`src/rtl/assert_macros.svh`:
```
// Assertion macros used by the fixed-point ALU.
`ifndef ASSERT_MACROS_SVH
`define ASSERT_MACROS_SVH

// Same-cycle implication, checked at every rising clock edge outside reset.
`define FPA_ASSERT_IMPL(label, ante, cons) \
  label: assert property (@(posedge clk_i) disable iff (!rst_ni) (ante) |-> (cons)) \
    else $error("fixed-point ALU assertion failed");

// Implication with a constant delay in cycles.
`define FPA_ASSERT_DELAY(label, ante, n, cons) \
  label: assert property (@(posedge clk_i) disable iff (!rst_ni) (ante) |-> ##n (cons)) \
    else $error("fixed-point ALU assertion failed");

`endif

```
`src/rtl/fpa_pkg.sv`:
```
`timescale 1ns / 1ps
// ----------------------------------------------------------------------------
// Fixed-point ALU package
// Operation codes, word types and pipeline control shared by the ALU sources.
// ----------------------------------------------------------------------------
package fpa_pkg;

  localparam int unsigned WordW        = 32;
  localparam int unsigned FracBitsDflt = 8;

  typedef enum logic [3:0] {
    KIND_ADD      = 4'd0,
    KIND_SUB      = 4'd1,
    KIND_MUL      = 4'd2,
    KIND_DIV      = 4'd3,
    KIND_GT       = 4'd4,
    KIND_LT       = 4'd5,
    KIND_GE       = 4'd6,
    KIND_LE       = 4'd7,
    KIND_EQ       = 4'd8,
    KIND_NE       = 4'd9,
    KIND_MIN      = 4'd10,
    KIND_MAX      = 4'd11,
    KIND_INC      = 4'd12,
    KIND_DEC      = 4'd13,
    KIND_FROM_INT = 4'd14,
    KIND_TO_INT   = 4'd15
  } fpa_kind_e;

  typedef struct packed {
    logic [3:0]         kind;
    logic signed [31:0] operand_a;
    logic signed [31:0] operand_b;
  } fpa_in_t;

  typedef struct packed {
    logic signed [31:0] result_value;
    logic               compare_true;
    logic               divide_by_zero;
  } fpa_out_t;

  typedef struct packed {
    logic valid;
    logic is_div;
    logic neg;
    logic dz;
    logic cmp;
  } fpa_ctrl_t;

endpackage

```
`src/rtl/fpa_div_cell.sv`:
```
`timescale 1ns / 1ps
// ----------------------------------------------------------------------------
// Fixed-point ALU divider cell
// One restoring division step per cell; the word and its side results ride along.
// ----------------------------------------------------------------------------
module fpa_div_cell
  import fpa_pkg::*;
#(
  parameter int unsigned DivW = 40
) (
  input  logic              clk_i,
  input  logic              rst_ni,
  input  fpa_ctrl_t         ctrl_i,
  input  logic [WordW-1:0]  value_i,
  input  logic [WordW-1:0]  divisor_i,
  input  logic [WordW-1:0]  rem_i,
  input  logic [DivW-1:0]   dq_i,
  output fpa_ctrl_t         ctrl_o,
  output logic [WordW-1:0]  value_o,
  output logic [WordW-1:0]  divisor_o,
  output logic [WordW-1:0]  rem_o,
  output logic [DivW-1:0]   dq_o
);

  logic [WordW:0]   shifted;
  logic             fits;
  logic [WordW:0]   diff;
  logic [WordW-1:0] rem_d, rem_q, value_q, divisor_q;
  logic [DivW-1:0]  dq_d, dq_q;
  fpa_ctrl_t        ctrl_q;

  assign shifted = {rem_i, dq_i[DivW-1]};
  assign fits    = shifted >= {1'b0, divisor_i};
  assign diff    = shifted - {1'b0, divisor_i};
  assign rem_d   = fits ? diff[WordW-1:0] : shifted[WordW-1:0];
  assign dq_d    = {dq_i[DivW-2:0], fits};

  always_ff @(posedge clk_i or negedge rst_ni) begin
    if (!rst_ni) begin
      ctrl_q <= '0;
    end else begin
      ctrl_q <= ctrl_i;
    end
  end

  always_ff @(posedge clk_i) begin
    value_q   <= value_i;
    divisor_q <= divisor_i;
    rem_q     <= rem_d;
    dq_q      <= dq_d;
  end

  assign ctrl_o    = ctrl_q;
  assign value_o   = value_q;
  assign divisor_o = divisor_q;
  assign rem_o     = rem_q;
  assign dq_o      = dq_q;

endmodule

```
`config.mk`:
```
export PLATFORM = sky130hd
export DESIGN_NAME = fpa_div_cell
export DESIGN_NICKNAME = d
export VERILOG_FILES = /design/src/rtl/assert_macros.svh /design/src/rtl/fpa_pkg.sv /design/src/rtl/fpa_div_cell.sv
export SDC_FILE = /design/constraint.sdc
export NUM_CORES = 1
export LEC_CHECK = 0
export ABC_AREA = 1
export BUFFER_PORTS_ARGS = -buffer_cell sky130_fd_sc_hd__buf_2
export CORE_MARGIN = 1.5
export CORE_UTILIZATION = 46
export CTS_BUF_LIST = sky130_fd_sc_hd__clkbuf_4 sky130_fd_sc_hd__clkbuf_8
export DETAILED_ROUTE_END_ITERATION = 10
export PLACE_DENSITY = 0.76
export SYNTH_ARGS = -nofsm -noshare
export SYNTH_HDL_FRONTEND = slang
export SYNTH_SLANG_ARGS = --single-unit
```
`constraint.sdc`:
```
create_clock -name clk_i -period 0.8 [get_ports clk_i]
set_input_delay 0.08 -clock clk_i [delete_from_list [all_inputs] [get_ports clk_i]]
set_output_delay 0.08 -clock clk_i [all_outputs]
set_load 0.01 [all_outputs]
```
==> results of run 1 <==
## cells by family after synthesis
kind of cell    Yosys count  synth area share [%]
simple gates            419                 31.06
buf+inv                 162                 10.79
flops                   141                 47.13
fa+ha+maj                33                 6.958
compound gates           24                 2.029
xor+xnor                 14                 2.029
## Yosys cell counts
cell / number
nand2_8: 1
nand3_2: 16
dfrtp_1: 5
nor3_2: 2
fa_1: 1
nand2_1: 276
xor2_1: 13
buf_6: 1
nor3_1: 6
inv_1: 149
nor2_4: 1
nand4_1: 2
ha_1: 32
nand2_4: 1
buf_8: 1
nand2_2: 4
nand3_1: 52
buf_2: 7
a21oi_1: 21
inv_2: 3
nor2_1: 34
nand3b_1: 10
nor2_2: 5
o21ai_0: 2
dfxtp_1: 136
xnor2_1: 1
or2_1: 1
and2_1: 8
buf_12: 1
o21bai_1: 1
## per-stage QoR
step           hold slack [ps]  setup slack (ps)  cells  area (um^2)  TNS [ps]
4_1_cts                  3.194            -381.2   1519        11220    -40550
2_1_floorplan           -215.6            -644.4    793         6501    -20790
3_3_place_gp            -104.7            -938.0   1333         8801    -29840
3_5_place_dp            -103.7            -950.1   1333         8801    -30240
## per-layer routing
| layer | track usage [%] | GRT overflow |
|---|---|---|
| met3 | 68.75 | 4 |
| met1 | 80.83 | 4 |
| met4 | 100.8 | 124 |
| met2 | 113.9 | 442 |
| met5 | 6.618 | 0 |
## repair_timing
action,in CTS
setup endpoints to repair,174
pin swaps,27
resized for setup,142
gates cloned,2
endpoints found under the hold margin,144
hold buffers,141
buffers inserted,11
==> run summary, run 1 <==
flops & latches, synth: 141
Top Ports: 284
die width: 117.6 um
Syn Area/Cell: 7.619 um^2
Fail Step: global routing
Ys Warns: 0
row count: 41
CTS root buffer: clkbuf_8
Post-Syn Area: 6042 um^2
Synth Net Count: 969
Port Buffers: 283
GR repair worst EP: rem_o[18]$_DFF_P_/D
Bufs on Longest Clock Path: 2
Yosys top cell by area: dfxtp_1
placer congestion estimate: 0.9449
CTS Sinks: 141
grt ovf: 574
outcome: aborted with a tool error
kind of the worst endpoint: sequential cell input
largest net degree at the start of global routing: 17
Initial Util: 47.49%
hpwl dp: 14670 um
cts bufs inserted: 17
sequential element share of the synthesized area: 47.13%
CTS H-tree lvls: 4
gate count after technology mapping: 793
GRT Resource Usage Total: 88.24%
Tool Error: [ERROR GRT-0232] Routing congestion too high. Check the congestion heatmap in the GUI.
Synth area leaders: dfxtp_1, nand2_1, inv_1
Die Ht: 117.6 um
post-synthesis cell type count: 30
Synth top area share: 45.06%
==> inputs of run 2 (changes only) <==
- CORE_UTILIZATION: 46 -> 31
- CTS_BUF_LIST: sky130_fd_sc_hd__clkbuf_4 sky130_fd_sc_hd__clkbuf_8 -> default
- PLACE_DENSITY: 0.76 -> default
- PLACE_DENSITY_LB_ADDON: default -> 0.15
==> run 2 against run 1 <==
The flow now finishes, with violations (negative setup slack). Synthesized area did not move. Synthesized cell count did not move.
==> run summary, run 2 <==
final setup violation count: 174
area delta synth->final: 105.1%
Post-synth EDFFs: 0
hold path endpoint: rem_o[24]
CP startpoint kind: input port
worst hold path depth: 4
vias in the first global route: 6703
fillcell total: 1547
Tot Pwr: 22.81 mW
VDD IR max: 1.494 mV
Worst-Margin Slew: 280.3 ps
Top Ports: 284
crit path DAT: 1580 ps
CORE AREA: 18890 um^2
final slew viol count: 0
Leak Pwr: 6.311 nW
Total Wirelength: 23940 um
WHS: 11.17 ps
worst setup path start: divisor_i[16]
Initial Util: 31.98%
final hold violation count: 0
commonest cells in the synthesized netlist: nand2_1, inv_1, dfxtp_1
gate count after technology mapping: 793
GRT Resource Usage Total: 22.12%
layout cell share with drive strength beyond 1: 54.27%
Die Ht: 142.6 um
crit share post-route: 156.7%
Worst Path Max Fanout: 11
die area: 20340 um^2
Synth area leaders: dfxtp_1, nand2_1, inv_1
row count: 50
first-pass GRT wire length: 34310 um
commonest non-fill, non-tap cells in the layout: nand2_1, buf_2, dlygate4sd3_1
max reg flops: 40
hpwl dp: 15970 um
Post-Syn Area: 6042 um^2
register clock-pin slew on the reported worst setup and hold paths: 70 ps
failing checks: negative setup slack
hold crit path type: in2reg
CTS root buffer: clkbuf_16
WL/cell: 14.79 um
Fin Setup TNS: -34350 ps
Syn Area/Cell: 7.619 um^2
WP data required: 1130 ps
flops & latches, synth: 141
Final min period: 1254 ps
Bufs on Longest Clock Path: 2
initial antenna violation count: 3
commonest non-fill, non-tap cell in the layout: nand2_1
Ys Warns: 0
most numerous cell in the Yosys netlist: nand2_1
largest net degree at the start of global routing: 18
Yosys top cell by area: dfxtp_1
DR pass1 iterations: 4
Fmax: 797.6 MHz
grt ovf: 0
post-synthesis cell type count: 30
die width: 142.6 um
cts bufs inserted: 17
RSZ-0062 raised after global routing: yes
Synth top area share: 45.06%
remaining antenna violation count after routing: 0
Hold Startpoint: rem_i[23]
final setup margin: -453.7 ps
DR vias: 6810
CTS H-tree lvls: 4
Most used DFF post-synth: dfxtp_1
Synth Net Count: 969
Slew HR: 81.17%
PD cells: 1841 nW/um^2
Via density: 4.206
ys async rst share: 3.546%
placer congestion estimate: 0.9010
CTS Sinks: 141
fin util: 65.58%
crit end category: flip-flop
Port Buffers: 283
# DRC: 0
critical path class: in2reg
Max-Cap Viols: 0
TritonCTS clock tree: built
DRT iter0 DRCs: 225
outcome: finished with violations
# nets final: 1521
sequential element share of the synthesized area: 47.13%
run 2: cells by family (layout without fill, tap and decap cells):
family                   count (synthesis)  after routing  share of synthesized area, %
AND/OR/NAND/NOR                        419            420                         31.06
buffers and inverters                  162            726                         10.79
flip-flops                             141            141                         47.13
adder cells (fa/ha/maj)                 33             33                         6.958
AO/OA/AOI/OAI                           24             24                         2.029
XOR/XNOR                                14             14                         2.029
other                                    0              1                             0
run 2: how the worst max path moves through the flow:
stage | cells past startpoint | end
floorplan | 15 | rem_o[24]
global placement | 12 | rem_o[0]
detailed placement | 14 | rem_o[0]
CTS | 14 | rem_o[30]
global route | 12 | rem_o[30]
finish | 14 | rem_o[30]
run 2: power by group:
part           switching, mW  total [mW]  internal [mW]
Clock                   3.76        8.24           4.48
Combinational           3.10        6.59           3.49
Sequential             0.260        7.98           7.72
Total                   7.12        22.8           15.7
run 2: per-stage QoR:
stage,cells,setup slack (ps),instance area (um^2)
2_1_floorplan,793,-644.4,6501
3_3_place_gp,1429,-988.6,8959
3_5_place_dp,1429,-991.3,8959
4_1_cts,1609,-437.4,11600
5_1_grt,1619,-539.9,12390
6_report,1619,-453.7,12390
run 2: critical path: stages:
cell and delay, ps:
buf_2 110, inv_2 50, ha_4 300, nand2_4 70, nor2_4 120, nand2_2 80
nor2_4 130, nand2_2 60, nand3_2 80, nor2_4 50, buf_4 150, buf_12 150
nand3_2 70, nand2_2 60
run 2: layer usage:
layer  global-route usage [%]  routed length (um)  up-vias
li1                         -                   -     3502
met1                    24.95                9579     3067
met2                    40.80               12470      204
met3                    5.634                1463       33
met4                    6.565                 397        4
met5                        0                  27        -
run 2: final cells by class:
cell class	count	area [um^2]	area share, %
Timing Repair Buffer	542	4337	35.00
Multi-Input combinational cell	491	3597	29.03
Sequential cell	141	2942	23.74
Inverter	152	585.6	4.726
Clock buffer	17	425.4	3.433
Tap cell	260	325.3	2.625
Clock inverter	15	176.4	1.424
Antenna cell	1	2.502	0.02020
run 2: timing repair:
action	in CTS	in global routing
pin swaps	46	37
gates resized for setup	184	186
setup endpoints to repair	174	174
hold buffers	133	0
endpoints found under the hold margin	137	0
setup buffers	14	8
gates cloned	1	1
No activity file was read; power rests on OpenSTA's default activity.
